**config.mk**
```make
export PLATFORM = sky130hd
export DESIGN_NAME = cascaded_fixed_point_lowpass
export DESIGN_NICKNAME = d
export VERILOG_FILES = /design/src/rtl/cfl_pkg.sv /design/src/rtl/cfl_datapath.sv /design/src/rtl/cfl_ctrl.sv /design/src/rtl/cascaded_fixed_point_lowpass.sv
export SDC_FILE = /design/constraint.sdc
export NUM_CORES = 2
export LEC_CHECK = 0
export ABC_AREA = 1
export ABC_CLOCK_PERIOD_IN_PS = 7100
export BUFFER_PORTS_ARGS = -buffer_cell sky130_fd_sc_hd__clkbuf_2
export CAP_MARGIN = 20
export CORE_MARGIN = 1.5
export CORE_UTILIZATION = 59
export DETAILED_ROUTE_END_ITERATION = 8
export PLACE_DENSITY_LB_ADDON = 0.12
export SLEW_MARGIN = 15
export SYNTH_ARGS = -nofsm -noshare
export SYNTH_HDL_FRONTEND = slang
export SYNTH_SLANG_ARGS = --single-unit
export TNS_END_PERCENT = 10
```
**constraint.sdc**
```tcl
create_clock -name clk_i -period 7.1 [get_ports clk_i]
set_clock_uncertainty 0.2 [all_clocks]
set_input_delay 0 -clock clk_i [delete_from_list [all_inputs] [get_ports clk_i]]
set_output_delay 0 -clock clk_i [all_outputs]
set_load 0.02 [all_outputs]
```
**src/rtl/cfl_pkg.sv**
```systemverilog
// Shared types and constants for the cascaded fixed-point low-pass filter.
`default_nettype none
package cfl_pkg;

  localparam int WordW      = 32;
  localparam int FracBits   = 16;
  localparam int InputShift = 16;
  localparam int SampleW    = 16;
  localparam int GainW      = 17;
  localparam int CfgIdxW    = 1;
  localparam int StatusW    = 2;

  localparam logic [GainW-1:0] MaxGain    = GainW'(1 << FracBits);
  localparam logic [GainW-1:0] GainReset  = GainW'(6554);
  localparam logic [WordW-1:0] RoundAdd   = WordW'(1 << (FracBits - 1));

  typedef enum logic [StatusW-1:0] {
    STAT_FILTERED = 2'd0,
    STAT_PRIMED   = 2'd1,
    STAT_PASS     = 2'd2,
    STAT_RESTART  = 2'd3
  } cfl_status_e;

  typedef enum logic [CfgIdxW-1:0] {
    CFG_ENABLE = 1'b0,
    CFG_GAIN   = 1'b1
  } cfl_cfg_e;

  typedef enum logic [2:0] {
    ST_IDLE,
    ST_SUB,
    ST_MUL,
    ST_ACC,
    ST_DONE
  } cfl_state_e;

  // Commands from the controller to the datapath.
  typedef struct packed {
    logic        start;     // latch the scaled sample, rewind to the first pole
    logic        prime;     // load every pole with the scaled sample
    logic        sub;       // register the pole difference
    logic        mul;       // register the rounded scaled product
    logic        acc;       // update the current pole and advance
    logic        restart;   // drop the primed flag after an overflow
    logic        set_code;  // record the result code
    cfl_status_e code;
    logic        load_out;  // move the result into the output register
  } cfl_cmd_t;

  // Status from the datapath to the controller.
  typedef struct packed {
    logic enable;
    logic primed;
    logic sub_ovf;
    logic acc_ovf;
    logic last_pole;
  } cfl_stat_t;

endpackage
`default_nettype wire

```
**src/rtl/cfl_datapath.sv**
```systemverilog
// Datapath: configuration registers, pole store, shared multiplier and output register.
`default_nettype none
module cfl_datapath #(
  parameter int NUM_POLES = 2
) (
  input  wire                                    clk_i,
  input  wire                                    rst_ni,
  input  wire                                    cfg_we_i,
  input  wire  [cfl_pkg::CfgIdxW-1:0]            cfg_index_i,
  input  wire  [cfl_pkg::GainW-1:0]              cfg_data_i,
  input  wire  signed [cfl_pkg::SampleW-1:0]     sample_i,
  input  cfl_pkg::cfl_cmd_t                      cmd_i,
  output cfl_pkg::cfl_stat_t                     stat_o,
  output logic signed [cfl_pkg::WordW-1:0]       filtered_value_o,
  output logic [cfl_pkg::StatusW-1:0]            status_o
);
  import cfl_pkg::*;

  localparam int IdxW  = (NUM_POLES > 1) ? $clog2(NUM_POLES) : 1;
  localparam int ProdW = WordW + GainW + 1;
  localparam int SumW  = WordW + 1;

  logic                 enable_q;
  logic [GainW-1:0]     gain_q;
  logic                 primed_q;
  logic [WordW-1:0]     x_q;
  logic [WordW-1:0]     cur_q;
  logic [WordW-1:0]     diff_q;
  logic [SumW-1:0]      sum_q;
  logic [IdxW-1:0]      idx_q;
  cfl_status_e          code_q;
  logic [WordW-1:0]     pole_q [NUM_POLES];
  logic [WordW-1:0]     out_value_q;
  cfl_status_e          out_status_q;

  logic [WordW-1:0]        ext_w;
  logic [WordW-1:0]        x_w;
  logic [GainW-1:0]        k_w;
  logic [WordW-1:0]        pole_w;
  logic [WordW-1:0]        diff_w;
  logic signed [ProdW-1:0] prod_w;
  logic signed [ProdW-1:0] rnd_w;
  logic [WordW-1:0]        step_w;
  logic [WordW-1:0]        next_w;
  logic                    sub_ovf_w;
  logic                    add_ovf_w;

  assign ext_w  = {{(WordW - SampleW){sample_i[SampleW-1]}}, sample_i};
  assign x_w    = ext_w << InputShift;
  assign k_w    = (gain_q > MaxGain) ? MaxGain : gain_q;
  assign pole_w = pole_q[idx_q];

  assign diff_w    = cur_q - pole_w;
  assign sub_ovf_w = (cur_q[WordW-1] ^ pole_w[WordW-1]) & (cur_q[WordW-1] ^ diff_w[WordW-1]);

  // Full 50-bit product plus rounding; the rounded sum shifted down by FracBits is kept in 33 bits.
  assign prod_w = $signed(diff_q) * $signed({1'b0, k_w});
  assign rnd_w  = prod_w + $signed(ProdW'(RoundAdd));

  assign step_w    = sum_q[WordW-1:0];
  assign next_w    = step_w + pole_w;
  assign add_ovf_w = (sum_q[SumW-1] ^ sum_q[SumW-2])
                   | (~(step_w[WordW-1] ^ pole_w[WordW-1]) & (step_w[WordW-1] ^ next_w[WordW-1]));

  assign stat_o.enable    = enable_q;
  assign stat_o.primed    = primed_q;
  assign stat_o.sub_ovf   = sub_ovf_w;
  assign stat_o.acc_ovf   = add_ovf_w;
  assign stat_o.last_pole = (idx_q == IdxW'(NUM_POLES - 1));

  always_ff @(posedge clk_i or negedge rst_ni) begin
    if (!rst_ni) begin
      enable_q <= 1'b1;
      gain_q   <= GainReset;
      primed_q <= 1'b0;
    end else begin
      if (cfg_we_i) begin
        unique case (cfg_index_i)
          CFG_ENABLE: enable_q <= cfg_data_i[0];
          CFG_GAIN:   gain_q   <= cfg_data_i;
          default:    ;
        endcase
        primed_q <= 1'b0;
      end else if (cmd_i.restart) begin
        primed_q <= 1'b0;
      end else if (cmd_i.prime) begin
        primed_q <= 1'b1;
      end
    end
  end

  always_ff @(posedge clk_i) begin
    if (cmd_i.start) begin
      x_q   <= x_w;
      cur_q <= x_w;
      idx_q <= '0;
    end
    if (cmd_i.prime) begin
      for (int i = 0; i < NUM_POLES; i++) begin
        pole_q[i] <= x_w;
      end
    end
    if (cmd_i.sub) begin
      diff_q <= diff_w;
    end
    if (cmd_i.mul) begin
      sum_q <= rnd_w[FracBits +: SumW];
    end
    if (cmd_i.acc) begin
      pole_q[idx_q] <= next_w;
      cur_q         <= next_w;
      idx_q         <= idx_q + IdxW'(1);
    end
    if (cmd_i.set_code) begin
      code_q <= cmd_i.code;
    end
    if (cmd_i.load_out) begin
      out_value_q  <= (code_q == STAT_FILTERED) ? cur_q : x_q;
      out_status_q <= code_q;
    end
  end

  assign filtered_value_o = $signed(out_value_q);
  assign status_o         = out_status_q;

  a_acc_writes_pole: assert property (@(posedge clk_i) disable iff (!rst_ni)
    cmd_i.acc |=> pole_q[$past(idx_q)] == cur_q)
    else $error("pole update and running value disagree");

  a_prime_sets: assert property (@(posedge clk_i) disable iff (!rst_ni)
    (cmd_i.prime && !cfg_we_i && !cmd_i.restart) |=> primed_q && (cur_q == pole_q[0]))
    else $error("priming did not load the first pole");

endmodule
`default_nettype wire

```
**src/rtl/cfl_ctrl.sv**
```systemverilog
// Controller: sequences subtract, multiply and accumulate over the poles.
`default_nettype none
module cfl_ctrl (
  input  wire                 clk_i,
  input  wire                 rst_ni,
  input  wire                 in_valid_i,
  output logic                in_stall_o,
  output logic                out_valid_o,
  input  wire                 out_stall_i,
  input  cfl_pkg::cfl_stat_t  stat_i,
  output cfl_pkg::cfl_cmd_t   cmd_o
);
  import cfl_pkg::*;

  cfl_state_e state_q, state_d;
  logic       out_valid_q, out_valid_d;
  logic       out_free_w;

  assign out_free_w = !out_valid_q || !out_stall_i;

  always_comb begin
    state_d = state_q;
    unique case (state_q)
      ST_IDLE: begin
        if (in_valid_i) begin
          state_d = (stat_i.enable && stat_i.primed) ? ST_SUB : ST_DONE;
        end
      end
      ST_SUB:  state_d = stat_i.sub_ovf ? ST_DONE : ST_MUL;
      ST_MUL:  state_d = ST_ACC;
      ST_ACC:  state_d = (stat_i.acc_ovf || stat_i.last_pole) ? ST_DONE : ST_SUB;
      ST_DONE: state_d = out_free_w ? ST_IDLE : ST_DONE;
      default: state_d = ST_IDLE;
    endcase
  end

  always_comb begin
    cmd_o = '0;
    cmd_o.code = STAT_FILTERED;
    unique case (state_q)
      ST_IDLE: begin
        if (in_valid_i) begin
          cmd_o.start = 1'b1;
          if (!stat_i.enable) begin
            cmd_o.set_code = 1'b1;
            cmd_o.code     = STAT_PASS;
          end else if (!stat_i.primed) begin
            cmd_o.prime    = 1'b1;
            cmd_o.set_code = 1'b1;
            cmd_o.code     = STAT_PRIMED;
          end
        end
      end
      ST_SUB: begin
        cmd_o.sub = 1'b1;
        if (stat_i.sub_ovf) begin
          cmd_o.restart  = 1'b1;
          cmd_o.set_code = 1'b1;
          cmd_o.code     = STAT_RESTART;
        end
      end
      ST_MUL: cmd_o.mul = 1'b1;
      ST_ACC: begin
        if (stat_i.acc_ovf) begin
          cmd_o.restart  = 1'b1;
          cmd_o.set_code = 1'b1;
          cmd_o.code     = STAT_RESTART;
        end else begin
          cmd_o.acc = 1'b1;
          if (stat_i.last_pole) begin
            cmd_o.set_code = 1'b1;
            cmd_o.code     = STAT_FILTERED;
          end
        end
      end
      ST_DONE: cmd_o.load_out = out_free_w;
      default: ;
    endcase
  end

  always_comb begin
    out_valid_d = out_valid_q;
    if (out_valid_q && !out_stall_i) begin
      out_valid_d = 1'b0;
    end
    if (cmd_o.load_out) begin
      out_valid_d = 1'b1;
    end
  end

  always_ff @(posedge clk_i or negedge rst_ni) begin
    if (!rst_ni) begin
      state_q     <= ST_IDLE;
      out_valid_q <= 1'b0;
    end else begin
      state_q     <= state_d;
      out_valid_q <= out_valid_d;
    end
  end

  assign in_stall_o  = (state_q != ST_IDLE);
  assign out_valid_o = out_valid_q;

  a_accept_leaves_idle: assert property (@(posedge clk_i) disable iff (!rst_ni)
    (state_q == ST_IDLE && in_valid_i) |=> state_q != ST_IDLE)
    else $error("accepted transaction did not start work");

  a_no_overwrite: assert property (@(posedge clk_i) disable iff (!rst_ni)
    cmd_o.load_out |-> !(out_valid_q && out_stall_i))
    else $error("output register overwritten while stalled");

  a_done_emits: assert property (@(posedge clk_i) disable iff (!rst_ni)
    (state_q == ST_DONE && state_d == ST_IDLE) |=> out_valid_q)
    else $error("finished transaction produced no result");

endmodule
`default_nettype wire

```
**src/rtl/cascaded_fixed_point_lowpass.sv**
```systemverilog
// Top level of the cascaded fixed-point low-pass filter.
`default_nettype none
// Cascade of NUM_POLES first-order IIR low-pass stages in signed Q15.16. Each
// sample is sign-extended and shifted left into a 32-bit word x; with the
// filter enabled every stage does pole += K*(in - pole), with in = x for the
// first stage and each stage feeding its new value to the next as its in;
// the last stage's value is the result. K is the gain register in unsigned
// Q1.16, values above 1.0 act as 1.0. The first sample after reset, after any
// configuration write or after an arithmetic overflow loads every pole with x
// and is returned unchanged (status 1); an overflow returns x with status 3;
// with the filter disabled x comes back with status 2 and neither a pole nor
// the primed flag moves. A filtered sample steps through subtract, multiply
// and accumulate states for each pole, then a done state that loads the
// result register, after which the next sample can be taken; a passthrough
// or priming sample goes from acceptance straight to the done state. Each
// pole goes through subtract, multiply and accumulate on the one shared 32x18
// multiplier, and one sample is in flight at a time. A result waiting in the
// output register does not block acceptance of the next transaction; only a
// second finished result waits for it to drain, which holds the input stalled
// for as long as the receiver stalls. Write configuration only while no
// transaction is in flight.
module cascaded_fixed_point_lowpass #(
  parameter int NUM_POLES = 2
) (
  input  wire                                 clk_i,
  input  wire                                 rst_ni,
  // configuration write port
  input  wire                                 cfg_we_i,
  input  wire  [cfl_pkg::CfgIdxW-1:0]         cfg_index_i,
  input  wire  [cfl_pkg::GainW-1:0]           cfg_data_i,
  // sample channel
  input  wire                                 in_valid_i,
  output logic                                in_stall_o,
  input  wire  signed [cfl_pkg::SampleW-1:0]  sample_i,
  // result channel
  output logic                                out_valid_o,
  input  wire                                 out_stall_i,
  output logic signed [cfl_pkg::WordW-1:0]    filtered_value_o,
  output logic [cfl_pkg::StatusW-1:0]         status_o
);
  import cfl_pkg::*;

  cfl_cmd_t  cmd_w;
  cfl_stat_t stat_w;

  // Sequencer: owns the handshakes and steps through the poles.
  cfl_ctrl u_ctrl (
    .clk_i       (clk_i),
    .rst_ni      (rst_ni),
    .in_valid_i  (in_valid_i),
    .in_stall_o  (in_stall_o),
    .out_valid_o (out_valid_o),
    .out_stall_i (out_stall_i),
    .stat_i      (stat_w),
    .cmd_o       (cmd_w)
  );

  // Arithmetic, pole store and registers; acts on controller commands and configuration writes.
  cfl_datapath #(
    .NUM_POLES (NUM_POLES)
  ) u_datapath (
    .clk_i            (clk_i),
    .rst_ni           (rst_ni),
    .cfg_we_i         (cfg_we_i),
    .cfg_index_i      (cfg_index_i),
    .cfg_data_i       (cfg_data_i),
    .sample_i         (sample_i),
    .cmd_i            (cmd_w),
    .stat_o           (stat_w),
    .filtered_value_o (filtered_value_o),
    .status_o         (status_o)
  );

endmodule
`default_nettype wire
```
Word level (Yosys, flattened, before mapping)
Memories as Yosys holds them, arrays and structs flattened. A register that Yosys moved wholly into a read port is not among the register bits.
Index checks and enable logic that the tools add are counted.

operators by class
  add/subtract/negate cells = 4
  multipliers = 1
  $lt $le $gt $ge = 1
  equal/unequal tests = 5
  mux-type cells = 43
  bitwise gates (word level) = 10
  reductions and logical operators = 15

operators by type and width
  cell                    number
  $mux 32                 4
  $add 49x17->49 const B  1
  $mul 32x18->49          1
  $add 32x32->32          1
  $reduce_or 32->1        1
  $sub 32x32->32          1
  $mux 3                  10
  $mux 1                  22
  $gt 17x17->1 const B    1
  $mux 17                 1
  $pmux 3 s5              1
  $pmux 3 s3              1
  $eq 3x2->1 const B      2
  $reduce_bool 3->1       2
  $xor 1x1->1             5
  $mux 2                  2
  $mux 4                  1
  $reduce_and 2->1        2
  $reduce_bool 2->1       2
  $eq 3x1->1 const B      1
  $eq 3x3->1 const B      1
  $logic_not 3->1         1
  $and 1x1->1             2
  $logic_and 1x1->1       2
  other kinds (8)         11

storage, ports and cells
  register bits after elaboration = 173
  RAM bits = 64
  bits of input ports = 39
  output and inout port bits = 36
  word-level logic and storage cells = 94
  memories = 1

memory list
  name               words  bits a word  rd ports  clocked after Yosys merged registers in  wr ports  line                RTL
  u_datapath.pole_q  2      32           1         1                                        2         cfl_datapath.sv:32  logic [WordW-1:0] pole_q [NUM_POLES];

Longest topological paths before layout
  depth after elaboration = 10
  depth in mapped cells = 34
  depth with buffers taken out = 32

By module
A second synthesis with hierarchy kept.

unflattened totals
  cells, all modules = 3936
  area, all modules = 32651.3 um^2

by module, submodules not included
  module        times used  cells each  area each (um^2)  seq. area each (um^2)
  cfl_datapath  1           3884        32331.0           6931.6
  cfl_ctrl      1           52          320.3             100.1

Worst setup path before layout
Ideal clock, no wire load.

  kind = flip-flop to flip-flop
  from = reg u_datapath.gain_q[15]
  to = reg u_datapath.sum_q[31], data pin
  setup time = 262 ps
  arrival time = 6198 ps
  path slack = 439 ps
  stages on the path, launching flop included = 30
  period minus slack after synthesis = 6661 ps
  cell sequence = dfrtp_1 -> nor2_1 -> nand2_1 -> nor2_1 -> nand2_1 -> nand2_2 -> buf_1 -> nand2_1 -> nor2_1 -> inv_1 -> fa_1 -> inv_1 -> fa_1 -> ha_1 -> inv_1 -> fa_1 -> inv_1 -> fa_1 -> inv_1 -> fa_1 -> inv_1 -> ha_1 -> nand2_1 -> nor2_1 -> inv_1 -> nor2_1 -> inv_1 -> or2_2 -> o21bai_1 -> xor2_1

between the ends
  word-level cells in the longest chain between the ends = 4

ends and longest elaborated chain
  item                      line                 RTL
  start, declared           cfl_datapath.sv:24   logic [GainW-1:0] gain_q;
  start signal, assigned    cfl_datapath.sv:74   gain_q <= GainReset;
  start signal, assigned    cfl_datapath.sv:80   CFG_GAIN: gain_q <= cfg_data_i;
  $gt 17x17->1              cfl_datapath.sv:50   assign k_w = (gain_q > MaxGain) ? MaxGain : gain_q;
  $mux 17 *                 cfl_datapath.sv:50
  $mul 32x18->49 *          cfl_datapath.sv:57   assign prod_w = $signed(diff_q) * $signed({1'b0, k_w});
  $add 49x17->49 *          cfl_datapath.sv:58   assign rnd_w = prod_w + $signed(ProdW'(RoundAdd));
  net u_datapath.rnd_w[47]  cfl_datapath.sv:42   logic signed [ProdW-1:0] rnd_w;
  end signal, assigned      cfl_datapath.sv:107  sum_q <= rnd_w[FracBits +: SumW];
  end, declared             cfl_datapath.sv:29   logic [SumW-1:0] sum_q;

Mark *: on every way through the listed nets, which the timed path passes. The rest lies on a longest branch.
A chain may end at the register's enable or synchronous reset.

Worst setup path in the final report
  from = reg u_datapath.gain_q[14]
  to = reg u_datapath.sum_q[32], data pin

Same word-level chain as after synthesis.

==> metrics <==
status=finished, final reports clean; biggest area consumer among synthesized cells=fa_1; grt ovf=0; # nets final=4640; maximum clock frequency=145 MHz; critical path startpoint category=flop; later-pin clock latency in the skew report=0.55 ns; setup_tns=0 ns; Max FO, Critical Path=12; CP Class=flop to flop; Yosys reg bits=238; Final setup viols=0; relative slew slack=34.3%; Hold Path Origin=sample_i[13]; first-pass GRT wire length=144000 um; io pins=75; Hold WS=0.00207 ns; endpoints failing hold=0; Tcrit/Tclk final=97.5%; global-route usage over all layers=33.9%; worst setup path endpoint=u_datapath.sum_q[32]$_DFFE_PP_; initial antenna violation count=0; Post-Syn Area=31900 um^2; Hold Path Class=input pin to flop; minimum clock period=6.92 ns; Routed Antenna Nets=0; Reg area=7040 um^2; cts bufs inserted=24; slowest stage delay, CP=0.64 ns; die area=55500 um^2; vias in the first global route=25800; ys flop type=edfxtp_1; Netlist cell types=54; cells on worst reg2reg path=28; Worst Path Arrival=6.99 ns; TritonCTS clock tree=built; Core Area=53600 um^2; Crit-path slowest cell=fa_2; drt pass-1 iters=6; top-area cell type share of the netlist area=32.4%; Slew @ Worst Pin=0.976 ns; Post-synth EDFFs=214; Vias/cell=5.50; Syn. warnings=0; R2R Path End=u_datapath.sum_q[32]$_DFFE_PP_; Wirelength per Cell=20.1 um; largest net degree at the start of global routing=64; post-synthesis cell count=3706; reg2reg start=u_datapath.gain_q[14]$_DFFE_PN0P_; clock sinks=238; via count=25300; drt first-iter violations=2222; # DRC=0; layout cells sized above 1=9.83%; ys async rst share=9.66%; die height=236 um; crit end category=flop; Seq/Total Area, Yosys=22.0%; synth top area cells=fa_1 32%, edfxtp_1 20%, inv_1 10%; clock-pin slew on the worst setup and hold paths=0.06 ns; Longest Clk Path Bufs=3; number of port buffers=74; R2R Setup Slk=0.18 ns; most frequent CP cell=fa_1; gpl congestion=0.984; # rows=85; die width=236 um; final WL=92300 um; Pins Over Slew Limit=0; Req. time, crit path=7.17 ns; most common cell after layout, fill and taps aside=inv_1; max cap viols=0; commonest non-fill, non-tap cells in the layout=849 x inv_1, 610 x nand2_1, 540 x nor2_1; synthesis-to-finish area growth=11.4%; Fillers=4479; Critical Path Source=u_datapath.gain_q[14]$_DFFE_PN0P_; Starting Density=59.5%; syn_nets=4468; hpwl dp=74100 um; htree depth=1; RSZ-0062 raised after global routing=yes; clk root buf=clkbuf_16; Antenna diodes=0; Avg Inst Size Synth=8.61 um^2; multi-input logic area=21500 um^2
[critical path, delay by kind of cell (launching register included)]
| family | cells | cell delay (ns) |
|---|---|---|
| AOI/OAI and AO/OA | 4 | 0.67 |
| xor gates and xnor gates | 1 | 0.12 |
| adders and majority gates | 7 | 3.51 |
| buffers and inverters | 5 | 0.46 |
| DFF | 1 | 0.41 |
| and+or+nand+nor | 11 | 1.23 |
[cells by family after synthesis]
kind of cell	share of synthesized area (%)
muxes	0.600
AOI/OAI and AO/OA	6.39
DFF	22.0
and+or+nand+nor	16.2
xor gates and xnor gates	2.58
buffers and inverters	11.7
adders and majority gates	40.5
[worst min-delay path by stage]
stage,endpoint,slack (ns),cells after the start
2_1_floorplan,u_ctrl.out_valid_o$_DFFE_PN0P_,-0.50,0
6_report,u_datapath.x_q[29]$_DFFE_PP_,0.002,2
5_1_grt,u_datapath.x_q[25]$_DFFE_PP_,0.01,2
3_3_place_gp,u_datapath.gain_q[6]$_DFFE_PN0P_,-0.16,1
3_5_place_dp,u_datapath.gain_q[2]$_DFFE_PN0P_,-0.17,1
4_1_cts,u_datapath.x_q[29]$_DFFE_PP_,0.0008,2
[registers in the layout, indices dropped and copies added, names as in the netlist, 2 cells and up, named ones only]
signal	cells
u_ctrl.state_q	3
u_datapath.diff_q	32
u_datapath.code_q	2
u_datapath.pole_q	64
u_datapath.cur_q	32
u_datapath.sum_q	33
u_datapath.gain_q	17
u_datapath.filtered_value_o	32
u_datapath.status_o	2
u_datapath.x_q	16
[synthesized netlist by cell type, types with 7 or more instances]
| cell type | n |
|---|---|
| a21o_1 | 12 |
| a21oi_1 | 127 |
| a31oi_1 | 16 |
| buf_2 | 7 |
| clkbuf_1 | 79 |
| clkinv_1 | 7 |
| dfrtp_1 | 15 |
| dfstp_2 | 8 |
| edfxtp_1 | 214 |
| fa_1 | 517 |
| ha_1 | 206 |
| inv_1 | 856 |
| inv_2 | 7 |
| mux2_2 | 17 |
| nand2_1 | 619 |
| nand2_2 | 14 |
| nand3_1 | 49 |
| nand4_1 | 10 |
| nor2_1 | 558 |
| nor3_1 | 23 |
| o21a_1 | 9 |
| o21ai_0 | 108 |
| o21ai_1 | 34 |
| o21ai_2 | 13 |
| o21bai_1 | 15 |
| xnor2_1 | 43 |
| xor2_1 | 51 |
[stage by stage]
stage	area [um^2]	std cells	util, %	setup slack (ns)
floorplan	31900	3706	-	0.439
global placement	33700	4481	62.9	-0.104
detailed placement	33700	4481	62.9	-0.110
CTS	35000	4578	65.3	0.00389
global route	35500	4591	66.3	-0.0648
finish	35500	4591	66.3	0.180
[per-layer routing]
metal  GRT usage [%]  up-vias  wire length, um
met5               0        -                0
met4            14.3        0             4570
met3            7.54      226             8650
met2            53.2     1182            41600
met1            45.8    12300            37400
li1                -    11500                -
[repair_timing]
action / 4_1_cts / 5_1_grt
gates cloned: 0 / 5
hold buffers: 54 / 0
gates resized for setup: 4 / 96
setup endpoints to repair: 4 / 29
hold endpoints to repair: 159 / 0
setup buffers: 0 / 4
pin swaps: 0 / 4
[cell type report]
cell class / instances / area share, %
well taps: 696 / 2.45
clock inverters: 16 / 0.345
multi-input cells: 2496 / 60.5
repair buffers: 248 / 5.98
inverters: 870 / 9.25
clock buffers: 27 / 1.72
flip-flops and latches: 238 / 19.8
Power is left out: the tool's default activity adds up to more than one toggle a clock period on the data nets, which glitch-free logic cannot reach.
